==> src/pfcp_pkg.sv <==
// ----------------------------------------------------------------------------
// Pixel format converter package
// Shared types, codes and constants.
// ----------------------------------------------------------------------------
`default_nettype none

package pfcp_pkg;

    localparam int PALETTE_ENTRIES_DEF = 256;
    localparam int CH_W                = 8;
    localparam int TAG_IDX_W           = 8;
    localparam int SQ_W                = 16;
    localparam int DIST_W              = 23;
    localparam int PIX_W               = 24;
    localparam int BYTES_W             = 2;
    localparam int CFG_IDX_W           = 1;
    localparam int CFG_DATA_W          = 3;
    localparam int S_TDATA_W           = 32;
    localparam int M_TDATA_W           = 32;

    localparam logic [DIST_W-1:0] W_RED   = DIST_W'(28);
    localparam logic [DIST_W-1:0] W_GREEN = DIST_W'(91);
    localparam logic [DIST_W-1:0] W_BLUE  = DIST_W'(9);
    localparam logic [PIX_W-1:0]  TOP_BIT = PIX_W'(24'h008000);

    typedef enum logic [2:0] {
        MODE_R5G5B5X1 = 3'd0,
        MODE_X1B5G5R5 = 3'd1,
        MODE_RED      = 3'd2,
        MODE_B2G3R3   = 3'd3,
        MODE_RGB24    = 3'd4,
        MODE_PALETTE  = 3'd5
    } mode_t;

    typedef enum logic {
        OP_CONVERT = 1'b0,
        OP_WRITE   = 1'b1
    } op_t;

    typedef enum logic [CFG_IDX_W-1:0] {
        REG_OUTPUT_MODE = 1'b0,
        REG_SET_TOP_BIT = 1'b1
    } reg_idx_t;

    localparam logic [BYTES_W-1:0] BYTES_ONE   = 2'd1;
    localparam logic [BYTES_W-1:0] BYTES_TWO   = 2'd2;
    localparam logic [BYTES_W-1:0] BYTES_THREE = 2'd3;

    typedef struct packed {
        logic                 vld;
        logic                 last;
        logic [TAG_IDX_W-1:0] idx;
    } scan_tag_t;

endpackage

`default_nettype wire

==> src/pfcp_dist_unit.sv <==
// ----------------------------------------------------------------------------
// Weighted distance unit
// Four-stage pipeline: abs difference, square, weight, sum.
// ----------------------------------------------------------------------------
`default_nettype none

module pfcp_dist_unit
    import pfcp_pkg::*;
(
    input  wire logic              clk,
    input  wire logic              rst_n,
    input  wire scan_tag_t         tag_in,
    input  wire logic [PIX_W-1:0]  entry,
    input  wire logic [CH_W-1:0]   pix_r,
    input  wire logic [CH_W-1:0]   pix_g,
    input  wire logic [CH_W-1:0]   pix_b,
    output      scan_tag_t         tag_out,
    output      logic [DIST_W-1:0] dist_sum
);

    scan_tag_t         tag1_reg, tag2_reg, tag3_reg, tag4_reg;
    logic [CH_W-1:0]   dr_reg, dg_reg, db_reg;
    logic [SQ_W-1:0]   sr_reg, sg_reg, sb_reg;
    logic [DIST_W-1:0] wr_reg, wg_reg, wb_reg;
    logic [DIST_W-1:0] sum_reg;
    logic [CH_W-1:0]   er, eg, eb;

    assign er = entry[23:16];
    assign eg = entry[15:8];
    assign eb = entry[7:0];

    always_ff @(posedge clk or negedge rst_n)
    begin
        if (!rst_n)
        begin
            tag1_reg <= '0;
            tag2_reg <= '0;
            tag3_reg <= '0;
            tag4_reg <= '0;
        end
        else
        begin
            tag1_reg <= tag_in;
            tag2_reg <= tag1_reg;
            tag3_reg <= tag2_reg;
            tag4_reg <= tag3_reg;
        end
    end

    always_ff @(posedge clk)
    begin
        dr_reg  <= (pix_r > er) ? (pix_r - er) : (er - pix_r);
        dg_reg  <= (pix_g > eg) ? (pix_g - eg) : (eg - pix_g);
        db_reg  <= (pix_b > eb) ? (pix_b - eb) : (eb - pix_b);
        sr_reg  <= SQ_W'(dr_reg) * SQ_W'(dr_reg);
        sg_reg  <= SQ_W'(dg_reg) * SQ_W'(dg_reg);
        sb_reg  <= SQ_W'(db_reg) * SQ_W'(db_reg);
        wr_reg  <= DIST_W'(sr_reg) * W_RED;
        wg_reg  <= DIST_W'(sg_reg) * W_GREEN;
        wb_reg  <= DIST_W'(sb_reg) * W_BLUE;
        sum_reg <= wr_reg + wg_reg + wb_reg;
    end

    assign tag_out  = tag4_reg;
    assign dist_sum = sum_reg;

endmodule

`default_nettype wire

==> config.mk <==
export PLATFORM = sky130hd
export DESIGN_NAME = pfcp_dist_unit
export DESIGN_NICKNAME = d
export VERILOG_FILES = /design/src/pfcp_pkg.sv /design/src/pfcp_dist_unit.sv
export SDC_FILE = /design/constraint.sdc
export NUM_CORES = 1
export LEC_CHECK = 0
export BUFFER_PORTS_ARGS = -buffer_cell sky130_fd_sc_hd__buf_2
export CORE_ASPECT_RATIO = 0.9
export CORE_MARGIN = 2
export CORE_UTILIZATION = 35
export DETAILED_ROUTE_END_ITERATION = 10
export PLACE_DENSITY = 0.52
export SYNTH_ARGS = -nofsm -noshare
export SYNTH_HDL_FRONTEND = slang
export SYNTH_SLANG_ARGS = --single-unit
==> constraint.sdc <==
create_clock -name clk -period 5.1 [get_ports clk]
set_clock_uncertainty 0.05 [all_clocks]
set_input_delay 1.02 -clock clk [delete_from_list [all_inputs] [get_ports clk]]
set_output_delay 1.02 -clock clk [all_outputs]
set_load 0.03 [all_outputs]
==> results.json, run 1 <==
{
  "htree_levels": 4,
  "finalCriticalPeriod_ns": 4.40,
  "antenna_found_initial": 0,
  "synth_top_area_share_pct": 19.5,
  "rows": 76,
  "synth_cells": 1744,
  "ctsHoldBuffers": 0,
  "synthTopCellsByCount": "ha_1, inv_1, dfxtp_1",
  "final_util_pct": 39.0,
  "seqCellArea_um2": 4020,
  "timing.final.crit_share_pct": 86.2,
  "antenna_left": 0,
  "drt-wirelength-per-cell_um": 13.6,
  "busiest_layer": "met2",
  "die_x_um": 235,
  "fin_nets": 2293,
  "root_buffer": "clkbuf_16",
  "post_dp_cell_area_um2": 17900,
  "n_antenna_cell": 0,
  "drive_gt1_share_pct": 8.78,
  "via_per_inst": 4.72,
  "synth_edf_count": 0,
  "area_growth_pct": 10.7,
  "hp-start": "tag3_reg[0]$_DFF_PN0_",
  "finalHoldViolCount": 0,
  "cts_buffers": 17,
  "max_stage_delay_ns": 0.61,
  "synth_cell_types": 74,
  "maxSlewViolCount": 0,
  "cts_tree": "done",
  "synth-compound-area-share_pct": 14.4,
  "synth_top_cell_by_area": "ha_1",
  "met3_usage_pct": 2.24,
  "crit_type": "reg -> reg",
  "die_h_um": 212,
  "clock_path_buffers": 2,
  "rr_startpoint": "dr_reg[5]$_DFF_P_",
  "yosysSeqAreaShare_pct": 24.0,
  "hpwl_um": 28100,
  "muxShareOfSynthArea_pct": 0.538,
  "cts-resized-gates": 0,
  "ys_async_sr_fraction_pct": 20.9,
  "crit_top_cell": "inv_1",
  "startpoint_type": "flop",
  "timing.slew.headroom_pct": 44.3,
  "synthTopCellsByArea": "ha_1, dfxtp_1, fa_1",
  "drt_iter0_markers": 451,
  "rsz0062_at_grt": "false",
  "postLayoutCellArea_um2": 18500,
  "netlist_area_um2": 16700,
  "path_clk_slew_ns": 0.08,
  "endpoint_kind": "flop",
  "fillers": 4808,
  "yosys.area_share.xor_xnor_pct": 6.28,
  "synthAdderAreaFrac_pct": 36.2,
  "worstPathCellList": "inv_1 -> nor2_1 -> inv_1 -> fa_1 -> inv_1 -> fa_1 -> fa_1 -> inv_1 -> fa_1 -> inv_1 -> ha_1 -> o41ai_1 -> o21ai_0 -> xnor2_1",
  "hp-class": "reg -> reg",
  "grt_usage_pct": 14.1,
  "place_congestion": 0.853,
  "ys_seq_elements": 191,
  "grt_pass1_wl_um": 57400,
  "clock_sinks": 191,
  "grt_start_max_net_pins": 41,
  "largest_reg_flops": 23,
  "io_pins": 93,
  "status": "complete, no violations",
  "cts_setup_buffers": 0,
  "first_pass_iters": 7,
  "grt.overflow.total": 0,
  "grt_pass1_vias": 11800,
  "grtUsageMet1_pct": 20.3,
  "vias": 11700,
  "cp_slowest_cell": "o41ai_1",
  "ys.flop_type": "dfxtp_1",
  "setup_viol": 0,
  "crit_arrival_ns": 4.68,
  "io_buffer_count": 92,
  "multi_input_area_um2": 11700,
  "yosysWarnings": 0,
  "grtUsageMet2_pct": 22.1,
  "fmax_mhz": 227,
  "dieArea_um2": 49600,
  "start_util_pct": 35.2,
  "crit_path_start": "dr_reg[5]$_DFF_P_",
  "synth_top_family_by_area": "adder cells",
  "drv_cap": 0,
  "syn-mean-instance-area_um2": 9.60,
  "fin_tns_setup_ns": 0,
  "core_um2": 47500,
  "yosysMostFrequentCell": "ha_1",
  "clk_latency_ns": 0.45,
  "yosys.area_share.simple_pct": 12.1,
  "crit_fanout": 7,
  "required_ns": 5.39,
  "worstMarginPinSlew_ns": 0.836,
  "routed_wl_um": 33500,
  "drc": 0
}
## per-stage QoR
stage / instances / worst slack (ns) / hold slack (ns)
final: 2469 / 0.702 / 0.302
after floorplan: 1746 / 1.08 / 0.281
after global placement: 2437 / 0.845 / 0.281
after global routing: 2469 / 0.425 / 0.309
after CTS: 2469 / 0.688 / 0.304
after detailed placement: 2437 / 0.716 / 0.285
## worst paths after layout
| kind | to | slack (ns) | cells after the start |
|---|---|---|---|
| hold / removal | tag_out[0]$_DFF_PN0_ | 0.30 | 0 |
| min in group asynchronous | tag3_reg[9]$_DFF_PN0_ | 0.61 | 1 |
| setup / recovery | sr_reg[15]$_DFF_P_ | 0.70 | 14 |
| setup reg to reg | sr_reg[15]$_DFF_P_ | 0.70 | 14 |
| hold reg to reg | tag_out[0]$_DFF_PN0_ | 0.30 | 0 |
| max in group asynchronous | tag3_reg[6]$_DFF_PN0_ | 3.85 | 1 |
## layout make-up
| class | instances | share of cell area [%] |
|---|---|---|
| multi-input combinational | 1275 | 62.9 |
| sequential | 191 | 21.7 |
| inverter | 255 | 5.16 |
| tap | 624 | 4.21 |
| timing repair buffer | 92 | 2.48 |
| clock buffer | 17 | 2.29 |
| clock inverter | 15 | 1.23 |
## layer usage
layer	vias up	part of all wire, %
met2	155	44
met4	0	1.2
met1	5429	52
met3	19	2.9
met5	-	0
li1	6061	-
## critical path: cells and delay by family (launching register included)
kind | cells | cell delay (ns)
simple gates | 1 | 0.19
buf+inv | 5 | 0.43
fa+ha+maj | 5 | 2.19
compound gates | 2 | 0.84
flops | 1 | 0.43
xor+xnor | 1 | 0.16
## cells by family after synthesis
kind of cell	Yosys count
AO/OA/AOI/OAI	349
XOR/XNOR	120
adder cells (fa/ha/maj)	401
buffers and inverters	280
flip-flops	191
multiplexers	9
other	1
AND/OR/NAND/NOR	393
## cells in the final DEF (no fill, tap or decap), drive strengths merged, types with 11 or more instances in the layout
cell type	instances
a2111oi	12
a211oi	19
a21o	49
a21oi	111
a31oi	11
and2	63
and3	12
buf	92
clkbuf	17
dfrtp	40
dfxtp	151
fa	140
ha	261
inv	265
nand2	98
nand3	12
nand4	14
nor2	74
nor2b	34
nor3	36
nor4	13
o21ai	70
xnor2	90
xor2	30
Power of run 1 is left out: the tool's default activity adds up to more than one toggle a clock period on the data nets, which glitch-free logic cannot reach.
==> inputs of run 2 (changes only) <==
ABC_AREA = 1   (was default)
==> run 2 against run 1 <==
  * Cell count increased by 23%
  * Fmax increased by 7.5%
  * Register-to-register slack improved by 0.31 ns
  * Largest cell class unchanged
  * Highest routed layer unchanged
==> results.json, run 2 <==
{
  "status": "complete, no violations",
  "n_antenna_cell": 0,
  "synth_top_area_share_pct": 18.6,
  "area_growth_pct": 9.99,
  "clock_path_buffers": 2,
  "dpl.cell_count": 3005,
  "seqCellArea_um2": 4020,
  "hp-class": "reg -> reg",
  "fin_ws_ns": 1.01,
  "path_clk_slew_ns": 0.08,
  "syn-mean-instance-area_um2": 7.72,
  "finalNonFillerCells": 3037,
  "root_buffer": "clkbuf_16",
  "fin_tns_setup_ns": 0,
  "crit_fanout": 9,
  "first_pass_iters": 5,
  "largest_reg_flops": 23,
  "io_buffer_count": 92,
  "fin_nets": 2814,
  "crit_buf_inv": 3,
  "ys_async_sr_fraction_pct": 20.9,
  "synthTopCellsByArea": "ha_1, dfxtp_1, fa_1",
  "place_congestion": 0.885,
  "rows": 77,
  "crit_family": "adder cells",
  "synth_edf_count": 0,
  "crit_arrival_ns": 4.39,
  "drt-wirelength-per-cell_um": 11.8,
  "grt_start_max_net_pins": 41,
  "antenna_left": 0,
  "startpoint_type": "flop",
  "synth_top_cell_by_area": "ha_1",
  "timing.final.crit_share_pct": 80.2,
  "synth_cell_types": 36,
  "ys.flop_type": "dfxtp_1",
  "grt_usage_pct": 14.4,
  "cts_buffers": 17,
  "netlist_area_um2": 17500,
  "worstPathCellList": "nand2_1 -> fa_1 -> inv_1 -> fa_1 -> fa_1 -> inv_1 -> fa_1 -> inv_1 -> ha_1 -> nand2_1 -> o21ai_0 -> nand2_1 -> nand4_1 -> nand2_1",
  "drt_iter0_markers": 548,
  "start_util_pct": 35.6,
  "fmax_mhz": 245,
  "synthTopCellsByCount": "nand2_1, inv_1, ha_1",
  "grt_pass1_vias": 13200,
  "finalCriticalPeriod_ns": 4.09,
  "clock_sinks": 191,
  "grt_pass1_wl_um": 61600,
  "htree_levels": 4,
  "finalHoldViolCount": 0,
  "hpwl_um": 31000,
  "required_ns": 5.40,
  "layout_common_cells": "nand2_1, inv_1, ha_1, dfxtp_1, fa_1",
  "worstMarginPinSlew_ns": 0.830,
  "clk_latency_ns": 0.46,
  "die_x_um": 240,
  "crit_type": "reg -> reg",
  "maxSlewViolCount": 0,
  "via_per_inst": 4.38,
  "vias": 13300,
  "die_h_um": 216,
  "synth_cells": 2271,
  "multi_input_area_um2": 11700,
  "routed_wl_um": 35900,
  "setup_viol": 0,
  "final_common_cell": "nand2_1",
  "cts_tree": "done",
  "cts_setup_buffers": 0,
  "rsz0062_at_grt": "false",
  "yosysMostFrequentCell": "nand2_1",
  "cts-resized-gates": 0,
  "io_pins": 93,
  "core_um2": 49300,
  "timing.slew.headroom_pct": 44.7,
  "yosysSeqAreaShare_pct": 22.9,
  "drive_gt1_share_pct": 5.75,
  "dp_worst_setup_slack_ns": 1.01,
  "fillers": 5168,
  "endpoint_kind": "flop",
  "ys_seq_elements": 191,
  "max_stage_delay_ns": 0.55,
  "yosysWarnings": 0,
  "drc": 0,
  "drv_cap": 0,
  "dieArea_um2": 51900,
  "cp_slowest_cell": "fa_1",
  "ctsHoldBuffers": 0,
  "antenna_found_initial": 0,
  "grt.overflow.total": 0,
  "holdWs_ns": 0.298
}
==> run 2: layer usage <==
metal | wire length, um | part of all wire, % | global-route usage [%] | vias up
met5 | 0 | 0 | 0 | -
met4 | 512 | 1.4 | 4.06 | 0
met3 | 992 | 2.8 | 1.86 | 21
met2 | 15600 | 43 | 23.0 | 183
met1 | 18800 | 52 | 20.4 | 5940
li1 | - | - | - | 7149
==> run 2: logic make-up (layout without fill, tap and decap cells) <==
group	count (synthesis)	count (layout)	share of synthesized area, %
and+or+nand+nor	899	899	20.6
buffers and inverters	481	574	10.4
adders and majority gates	401	401	34.6
AOI/OAI and AO/OA	198	198	6.44
DFF	191	191	22.9
xor gates and xnor gates	100	100	4.99
other	1	3	0.0214
==> run 2: cell type report <==
class | instances | share of cell area [%]
Clock inverter | 13 | 0.746
Inverter | 450 | 8.76
Sequential cell | 191 | 20.9
Tap cell | 671 | 4.35
Clock buffer | 19 | 2.30
Multi-Input combinational cell | 1601 | 60.6
Timing Repair Buffer | 92 | 2.39
==> run 2: final timing paths <==
| path | to | slack, ns | start | depth (start not counted) |
|---|---|---|---|---|
| max in group asynchronous | tag1_reg[2]$_DFF_PN0_ | 3.87 | rst_n | 1 |
| max | sr_reg[15]$_DFF_P_ | 1.01 | dr_reg[3]$_DFF_P_ | 14 |
| max reg2reg | sr_reg[15]$_DFF_P_ | 1.01 | dr_reg[3]$_DFF_P_ | 14 |
| min | tag3_reg[7]$_DFF_PN0_ | 0.30 | tag2_reg[7]$_DFF_PN0_ | 0 |
| min in group asynchronous | tag_out[0]$_DFF_PN0_ | 0.61 | rst_n | 1 |
| min reg2reg | tag3_reg[7]$_DFF_PN0_ | 0.30 | tag2_reg[7]$_DFF_PN0_ | 0 |
==> run 2: worst register-to-register path: stages, from the launching register on <==
cell	delay (ns)
dfxtp_1	0.53
nand2_1	0.13
fa_1	0.53
inv_1	0.07
fa_1	0.51
fa_1	0.55
inv_1	0.05
fa_1	0.52
inv_1	0.04
ha_1	0.35
nand2_1	0.11
o21ai_0	0.29
nand2_1	0.11
nand4_1	0.09
nand2_1	0.05
==> run 2: metrics by stage <==
step,util (%),area [um2]
finish,39.1,19300
detailed placement,37.9,18700
global placement,37.9,18700
CTS,39.1,19300
floorplan,-,17500
global route,39.1,19300
Power of run 2 is left out for the same reason.
