File: src/pfcp_pkg.sv
// ----------------------------------------------------------------------------
// Pixel format converter package
// Shared types, codes and constants.
// ----------------------------------------------------------------------------
`default_nettype none

package pfcp_pkg;

    localparam int PALETTE_ENTRIES_DEF = 256;
    localparam int CH_W                = 8;
    localparam int TAG_IDX_W           = 8;
    localparam int SQ_W                = 16;
    localparam int DIST_W              = 23;
    localparam int PIX_W               = 24;
    localparam int BYTES_W             = 2;
    localparam int CFG_IDX_W           = 1;
    localparam int CFG_DATA_W          = 3;
    localparam int S_TDATA_W           = 32;
    localparam int M_TDATA_W           = 32;

    localparam logic [DIST_W-1:0] W_RED   = DIST_W'(28);
    localparam logic [DIST_W-1:0] W_GREEN = DIST_W'(91);
    localparam logic [DIST_W-1:0] W_BLUE  = DIST_W'(9);
    localparam logic [PIX_W-1:0]  TOP_BIT = PIX_W'(24'h008000);

    typedef enum logic [2:0] {
        MODE_R5G5B5X1 = 3'd0,
        MODE_X1B5G5R5 = 3'd1,
        MODE_RED      = 3'd2,
        MODE_B2G3R3   = 3'd3,
        MODE_RGB24    = 3'd4,
        MODE_PALETTE  = 3'd5
    } mode_t;

    typedef enum logic {
        OP_CONVERT = 1'b0,
        OP_WRITE   = 1'b1
    } op_t;

    typedef enum logic [CFG_IDX_W-1:0] {
        REG_OUTPUT_MODE = 1'b0,
        REG_SET_TOP_BIT = 1'b1
    } reg_idx_t;

    localparam logic [BYTES_W-1:0] BYTES_ONE   = 2'd1;
    localparam logic [BYTES_W-1:0] BYTES_TWO   = 2'd2;
    localparam logic [BYTES_W-1:0] BYTES_THREE = 2'd3;

    typedef struct packed {
        logic                 vld;
        logic                 last;
        logic [TAG_IDX_W-1:0] idx;
    } scan_tag_t;

endpackage

`default_nettype wire

File: src/pfcp_format.sv
// ----------------------------------------------------------------------------
// Direct format packer
// Packs one pixel for every mode that needs no palette search.
// ----------------------------------------------------------------------------
`default_nettype none

module pfcp_format
    import pfcp_pkg::*;
(
    input  wire logic [2:0]         mode,
    input  wire logic               set_top,
    input  wire logic [CH_W-1:0]    r,
    input  wire logic [CH_W-1:0]    g,
    input  wire logic [CH_W-1:0]    b,
    output      logic [PIX_W-1:0]   value,
    output      logic [BYTES_W-1:0] bytes
);

    always_comb
    begin
        value = '0;
        bytes = BYTES_TWO;
        unique case (mode)
            MODE_X1B5G5R5:
            begin
                value = {8'd0, 1'b0, b[7:3], g[7:3], r[7:3]};
                if (set_top)
                begin
                    value = value | TOP_BIT;
                end
            end
            MODE_RED:
            begin
                value = {16'd0, r};
                bytes = BYTES_ONE;
            end
            MODE_B2G3R3:
            begin
                value = {16'd0, b[7:6], g[7:5], r[7:5]};
                bytes = BYTES_ONE;
            end
            MODE_RGB24:
            begin
                value = {r, g, b};
                bytes = BYTES_THREE;
            end
            MODE_PALETTE:
            begin
                value = '0;
                bytes = BYTES_ONE;
            end
            default:
            begin
                value = {8'd0, r[7:3], g[7:3], b[7:3], 1'b0};
            end
        endcase
    end

endmodule

`default_nettype wire

File: config.mk
export PLATFORM = sky130hd
export DESIGN_NAME = pfcp_format
export DESIGN_NICKNAME = d
export VERILOG_FILES = /design/src/pfcp_pkg.sv /design/src/pfcp_format.sv
export SDC_FILE = /design/constraint.sdc
export NUM_CORES = 1
export LEC_CHECK = 0
export BUFFER_PORTS_ARGS = -buffer_cell sky130_fd_sc_hd__clkbuf_2
export CORE_MARGIN = 3
export CORE_UTILIZATION = 25
export DETAILED_ROUTE_END_ITERATION = 10
export PLACE_DENSITY = 0.53
export SYNTH_ARGS = -nofsm -noshare
export SYNTH_HDL_FRONTEND = slang
export SYNTH_SLANG_ARGS = --single-unit
File: constraint.sdc
create_clock -name vclk -period 2.54
set_clock_uncertainty 0.2 [all_clocks]
set_input_delay 0.762 -clock vclk [all_inputs]
set_output_delay 0.762 -clock vclk [all_outputs]
set_load 0.02 [all_outputs]
==> out/metrics.csv, run 1 <==
metric;value;unit
crit_path_end_kind;output pin;
placed_area;0.00136;mm2
grt_pass1_vias;1134;
synth_warnings;0;
routabilityCongestion;0.883;
max_freq;376;MHz
postRouteAntennaNets;0;
clock_buffers;0;
area_growth;110;%
drive_above_1_share;63.6;%
min-delay-start;mode[1];
setup_viol;17;
yosysTopAreaCell;mux2i_1;
grt_max_degree;16;
portBuffers;54;
cts_hold_buf;0;
grt_setup_unrepaired;true;
timing.hold.ws;1.68;ns
p_leak;0.880;nW
grt_pass1_wl;5.50;mm
finalPower;0.387;mW
start_util;27.5;%
crit_path_start;mode[2];
fp.dieW;65.4;um
num_vias;1225;
ys_types;34;
grt_overflow;0;
antenna_found_initial;0;
whs_path_depth;3;
power_density;209;mW/mm2
worstPathMaxFanout;6;
die_height;65.4;um
status;finished with violations;
tightest_slew;0.238;ns
ios;54;
rows;20;
core;0.00320;mm2
critical_path_arrival;1.70;ns
seq_area;0;um2
dp_hpwl;2.59;mm
synth_area_leaders;mux2i_1 (18%), nand3b_1 (8.5%), buf_6 (7.7%);
synth_cells;120;
min_period;2.66;ns
first_pass_iters;4;
fin_crit_sh;105;%
drt-total-wl;3.66;mm
startpoint_type;input port;
irDropWorstVdd;0.0887;mV
drc;0;
drv_slew;0;
crit_required;1.58;ns
worstSetupPathType;in -> out;
design.seq.count;0;
diodes;0;
syn_avg_cell_area;7.34;um2
syn_nets;148;
finish.net_count;228;
max_cap_violations;0;
stdcell_area;0.00185;mm2
synth_top_area_share;18.2;%
violations;negative setup slack;
drt_iter0_drc;21;
routedWlPerCell;15.1;um
seq_area_frac_synth;0;%
holdCritPathClass;in -> out;
die-area;0.00427;mm2
worst_hold_path.endpoint;value[12];
relSlewSlack;84.0;%
fin_ws;-0.119;ns
vias_per_cell;5.06;
syn_area;881;um2
hold_violations;0;
grtUsageTotal;15.6;%
[kinds of logic after synthesis]
kind of cell	count (synthesis)	synth area share [%]
simple gates	46	31.8
compound gates	39	30.8
mux	18	20.7
buf+inv	16	15.6
xor+xnor	1	0.994
[worst max-delay path, cell delays in order]
cell and delay, ns:
clkbuf_16 0.14, buf_12 0.13, nor3_4 0.15, nor2_2 0.07, o221a_1 0.28, clkbuf_8 0.16
[metrics by stage]
step	TNS [ns]	instances	setup WS [ns]	util, %
after floorplan	-0.0648	120	-0.0546	-
after global placement	-4.09	231	-0.230	42.5
after detailed placement	-4.61	231	-0.277	42.5
after CTS	-1.61	233	-0.143	50.4
after global routing	-1.73	242	-0.146	57.8
final	-1.01	242	-0.119	57.8
[power by group]
| part | internal [mW] | leakage (nW) | switching (mW) |
|---|---|---|---|
| clock network | 0 | 0 | 0 |
| logic | 0.210 | 0.880 | 0.177 |
| registers | 0 | 0 | 0 |
| total | 0.210 | 0.880 | 0.177 |
[layout by cell type, fill, tap and decap left out, types with 2 or more instances in the layout]
master and n:
a211oi_1 2, a21oi_2 3, a2bb2oi_2 4, and3_1 5
buf_12 4, buf_16 2, buf_4 28, buf_6 10
buf_8 3, clkbuf_16 3, clkbuf_2 30, clkbuf_8 11
inv_1 2, mux2_2 2, mux2i_1 14, nand2_1 10
nand2b_1 2, nand3_1 3, nand3b_1 10, nor2_1 2
nor2_2 2, nor2b_1 2, nor2b_4 2, o211ai_1 2
o21a_1 8, o21ai_1 2, o21ai_2 9, o32a_1 2
[per-layer routing]
metal | wire [um] | GRT usage [%]
met2 | 1790 | 28.6
met3 | 223 | 0.855
met4 | 38 | 0
met5 | 0 | 0
met1 | 1610 | 21.2
[worst max-delay path by stage]
stage	endpoint	depth (start not counted)
final	value[7]	6
after global routing	value[7]	6
after CTS	value[3]	6
after detailed placement	value[7]	6
after global placement	value[7]	6
after floorplan	value[10]	5
[cells in the mapped netlist]
cell type / number
buf_6: 6
o221a_1: 1
o211ai_1: 2
a2bb2oi_1: 4
nand2_1: 12
o21a_1: 8
buf_2: 5
a211oi_1: 3
o2bb2ai_1: 1
a22o_1: 1
o21ai_1: 4
nand3b_1: 10
o32a_1: 2
nor2b_2: 1
mux2_2: 2
and2_0: 1
mux2i_1: 16
nor2_2: 2
inv_1: 2
buf_4: 1
nor2b_1: 3
a21oi_1: 4
nor3b_1: 1
nor3_2: 1
a21boi_0: 1
nand3_1: 3
o21ai_0: 7
and3_1: 6
xor2_1: 1
nor2_1: 3
nand3b_4: 1
buf_8: 2
nand2b_1: 2
a22oi_1: 1
[cell type report]
class,count,area [um2]
multi-input combinational,104,905
inverter,2,7.51
fill,314,1350
timing repair buffer,92,885
tap,44,55.1
[what timing repair did]
action                                  CTS  global route
pin swaps                                 6            17
gates cloned                              2             3
endpoints found under the setup margin   26            26
setup buffers                             0             6
gates resized for setup                  47            45
Note: power is estimated with default switching activity, not from simulation.
==> run 2: changes to the inputs <==
Settings changed: ABC_AREA set to 1, PLACE_DENSITY 0.53 to 0.56, SLEW_MARGIN set to 20.
==> out/metrics.csv, run 2 <==
metric;value;unit;change
timing.hold.ws;1.65;ns;-0.0289 ns
crit_required;1.58;ns;about the same
seq_area;0;um2;unchanged
synth_warnings;0;;unchanged
portBuffers;54;;unchanged
syn_nets;183;;+24%
ys_types;14;;-59%
final_cell_count_no_fill;246;;+1.7%
syn_avg_cell_area;4.71;um2;-36%
seqPwrFrac;0;%;unchanged
routedWlPerCell;12.7;um;-16%
drt-total-wl;3.12;mm;-15%
worstSetupPathType;in -> out;;
num_vias;1226;;+0.082%
setup_viol;13;;-4
min_period;2.62;ns;-0.0400 ns
p_leak;0.850;nW;-3.4%
holdCritPathClass;in -> out;;
dp_hpwl;2.24;mm;-13%
area_growth;109;%;
design.seq.count;0;;unchanged
drv_slew;0;;unchanged
drive_above_1_share;57.4;%;-6.2 points
ios;54;;unchanged
synth_top_area_share;26.2;%;+8.1 points
max_freq;382;MHz;+1.5%
cts_hold_buf;0;;unchanged
postRouteAntennaNets;0;;unchanged
placed_area;0.00115;mm2;-15%
power_density;215;mW/mm2;+2.7%
drc;0;;unchanged
whs_path_depth;4;;+1
multi_input_area;708;um2;-22%
drt_iter0_drc;45;;+110%
swShare;52.4;%;+6.7 points
worst_hold_path.endpoint;value[16];;
grt_max_degree;14;;-2
die-area;0.00360;mm2;-16%
utilization;58.3;%;+0.47 points
die_height;60.0;um;-8.2%
irDropWorstVdd;0.138;mV;+56%
intPower;0.156;mW;-26%
grt_overflow;0;;unchanged
routabilityCongestion;0.892;;+1.0%
max_cap_violations;0;;unchanged
relSlewSlack;87.7;%;+3.7 points
synth.most_common_cell;nand2_1;;
fin_crit_sh;103;%;-1.6 points
tns;-0.771;ns;+0.238 ns
syn_area;729;um2;-17%
core;0.00261;mm2;-18%
tightest_slew;0.184;ns;-0.0542 ns
top_layer;met3;;
combPwrFrac;100.0;%;about the same
antenna_found_initial;0;;unchanged
fp.dieW;60.0;um;-8.2%
synth_cells;155;;+29%
ys_top_cells_by_count;nand2_1 (51), nand3_1 (33), inv_1 (24);;
grtUsageTotal;15.5;%;-0.089 points
p_clk_share;0;%;unchanged
p_switching;0.171;mW;-3.1%
worstPathMaxFanout;6;;unchanged
n_fill_cell;269;;-14%
vias_per_cell;4.98;;-1.5%
min-delay-start;r[0];;
stdcell_area;0.00152;mm2;-18%
grt_setup_unrepaired;true;;
place_ws;-0.188;ns;+0.0897 ns
synth_area_leaders;nand2_1 (26%), nand3_1 (23%), nand4_1 (13%);;
finalPower;0.327;mW;-16%
crit_path_end_kind;output pin;;
routed-wl-met3;245;um;+9.9%
wl_met2;1.57;mm;-12%
start_util;27.9;%;+0.42 points
status;finished with violations;;
critical_path_arrival;1.66;ns;-0.04 ns
yosysTopAreaCell;nand2_1;;
final_common_cell;nand3_1;;
seq_area_frac_synth;0;%;unchanged
clock_buffers;0;;unchanged
violations;negative setup slack;;
hold_violations;0;;unchanged
grt_pass1_wl;4.49;mm;-18%
diodes;0;;unchanged
drt-met1-wl;1.31;mm;-19%
place_inst;245;;+6.1%
rows;18;;-10%
finish.net_count;246;;+7.9%
first_pass_iters;4;;unchanged
final_cell_mix;nand3_1 (29), clkbuf_2 (27), nand2_2 (26);;
startpoint_type;input port;;
fin_ws;-0.0791;ns;+0.0400 ns
grt_pass1_vias;1019;;-10%
-- run 2: cell types whose count changed in the layout (fill, tap and decap cells not counted), moves of 11 or more --
| cell | before | now |
|---|---|---|
| mux2i_1 | 14 | 0 |
| nand2_1 | 10 | 24 |
| nand4_1 | 0 | 15 |
| buf_4 | 28 | 17 |
| nand3_1 | 3 | 29 |
| nand2_2 | 1 | 26 |
| inv_1 | 2 | 19 |
-- run 2: metal layers --
layer	track usage [%]	vias to the layer above
met5	0	-
li1	-	620
met3	0.432	0
met4	0	0
met2	26.5	51
met1	22.7	555
-- run 2: timing repair --
item | 4_1_cts | 5_1_grt
cloned | 0 | 1
setup endpoints to repair | 25 | 24
hold endpoints to repair | 0 | 0
resized for setup | 36 | 85
pin swaps | 3 | 11
setup buffers | 0 | 1
-- run 2: cell type report --
type / instances / area share (%)
multi-input combinational: 119 / 46.5
timing repair buffer: 73 / 44.9
inverter: 24 / 6.16
tap: 30 / 2.47
-- run 2: kinds of logic (layout without fill, tap and decap cells) --
| family | Yosys count | in the layout | synth area share [%] |
|---|---|---|---|
| AND/OR/NAND/NOR | 117 | 117 | 76.0 |
| buffers and inverters | 36 | 97 | 22.6 |
| AO/OA/AOI/OAI | 2 | 2 | 1.37 |
-- run 2: critical path, stage by stage --
cell,delay [ns]
clkbuf_16,0.14
nor2_8,0.11
nor2_4,0.06
nor2_4,0.17
clkbuf_16,0.19
nand2_2,0.05
nand2_2,0.06
buf_8,0.11
-- run 2: worst max-delay path by stage --
| stage | endpoint | slack, ns | from |
|---|---|---|---|
| floorplan | value[10] | 0.02 | mode[1] |
| global placement | value[9] | -0.16 | mode[1] |
| detailed placement | value[9] | -0.19 | mode[1] |
| CTS | value[10] | -0.05 | mode[1] |
| global route | value[11] | -0.14 | mode[2] |
| finish | value[4] | -0.08 | mode[2] |
-- run 2: power groups by stage --
stage / Sequential, mW / Combinational, mW / Clock [mW]
after detailed placement: 0 / 0.236 / 0
after global routing: 0 / 0.351 / 0
after global placement: 0 / 0.236 / 0
after floorplan: 0 / 0.140 / 0
after CTS: 0 / 0.270 / 0
final: 0 / 0.327 / 0
==> run 3: changes to the inputs <==
Settings changed: ABC_CLOCK_PERIOD_IN_PS set to 2540, GPL_TIMING_DRIVEN set to 0.
==> out/metrics.csv, run 3 (synthesis gave the netlist of run 2 again) <==
metric;value;unit;change
die-area;0.00360;mm2;unchanged
num_vias;1248;;+1.8%
irDropWorstVdd;0.137;mV;-0.97%
routedWlPerCell;13.3;um;+4.4%
violations;negative setup slack;;
drc;0;;unchanged
setup_viol;15;;+2
critical_path_arrival;1.66;ns;about the same
final_common_cell;nand3_1;;
grt_max_degree;11;;-3
postRouteAntennaNets;0;;unchanged
antenna_found_initial;0;;unchanged
status;finished with violations;;
max_cap_violations;0;;unchanged
grt_pass1_vias;1085;;+6.5%
final_cell_mix;nand3_1 (30), nand2_1 (28), clkbuf_2 (27);;
finish.net_count;245;;-0.41%
seq_area;0;um2;unchanged
clock_buffers;0;;unchanged
grt_setup_unrepaired;true;;
start_util;27.9;%;unchanged
fin_ws;-0.0773;ns;+0.00178 ns
grt_overflow;0;;unchanged
drv_slew;0;;unchanged
drt_iter0_drc;63;;+40%
die_height;60.0;um;unchanged
design.seq.count;0;;unchanged
utilization;55.7;%;-2.6 points
crit_path_max_incr_delay;0.18;ns;about the same
dp_hpwl;2.19;mm;-2.4%
critPathSlowestCell;buf_6;;
worstSetupPathType;in -> out;;
crit_path_end_kind;output pin;;
cts_hold_buf;0;;unchanged
holdCritPathClass;in -> out;;
area_growth;99.5;%;
power_density;222;mW/mm2;+3.2%
cp_cell_sequence;buf_12 -> nor2_8 -> nor2_4 -> nor2_4 -> buf_6 -> nand2_4 -> nand2_4 -> buf_8;;
rows;18;;unchanged
max_freq;382;MHz;about the same
portBuffers;51;;-5.6%
relSlewSlack;83.2;%;-4.5 points
min_period;2.62;ns;-0.00178 ns
routabilityCongestion;0.872;;-2.2%
fp.dieW;60.0;um;unchanged
grt_pass1_wl;4.89;mm;+8.9%
stdcell_area;0.00146;mm2;-4.4%
vias_per_cell;5.09;;+2.2%
drt-total-wl;3.25;mm;+4.0%
crit_required;1.58;ns;about the same
hold_violations;0;;unchanged
placed_area;0.00106;mm2;-8.3%
core;0.00261;mm2;unchanged
first_pass_iters;4;;unchanged
fin_crit_sh;103;%;about the same
tightest_slew;0.252;ns;+0.0674 ns
drive_above_1_share;54.0;%;-3.5 points
grtUsageTotal;16.9;%;+1.4 points
tns;-0.640;ns;+0.131 ns
worstPathMaxFanout;6;;unchanged
startpoint_type;input port;;
ios;54;;unchanged
diodes;0;;unchanged
p_leak;0.848;nW;-0.20%
## run 3: worst paths after layout
check    start  cells after the start         to
min       r[1]                      4  value[17]
max    mode[2]                      8   value[4]
## run 3: worst max-delay path, delay by kind of cell
kind          cells  cell delay [ns]
simple gates      5             0.49
buf+inv           3             0.41
## run 3: repair_timing
item / CTS / global route
setup buffers: 7 / 0
setup endpoints to repair: 16 / 24
endpoints found under the hold margin: 0 / 0
resized for setup: 48 / 68
cloned: 1 / 1
pin swaps: 5 / 9
## run 3: where the power goes
group	leakage [nW]	internal [mW]	total [mW]	switching [mW]
Combinational	0.848	0.148	0.322	0.175
Clock	0	0	0	0
Sequential	0	0	0	0
## run 3: routing by layer
metal  vias up  track usage [%]  part of all wire [%]
met5         -                0                     0
met4         0                0                   1.9
met3        10             1.08                   9.3
met2        65             28.5                    47
met1       557             24.7                    42
li1        616                -                     -
## run 3: final cells by class
class,count,area (um2)
inverters,24,90.1
plain buffers,12,124
repair buffers,60,487
fillers,275,1160
multi-input cells,119,717
well taps,30,37.5
## run 3: metrics by stage
stage	total power, mW	hold WS (ns)	cells	worst slack (ns)
2_1_floorplan	0.140	1.44	155	0.0203
4_1_cts	0.278	1.63	244	-0.0617
3_3_place_gp	0.218	1.63	236	-0.193
6_report	0.322	1.65	245	-0.0773
5_1_grt	0.347	1.67	245	-0.129
3_5_place_dp	0.218	1.63	236	-0.188
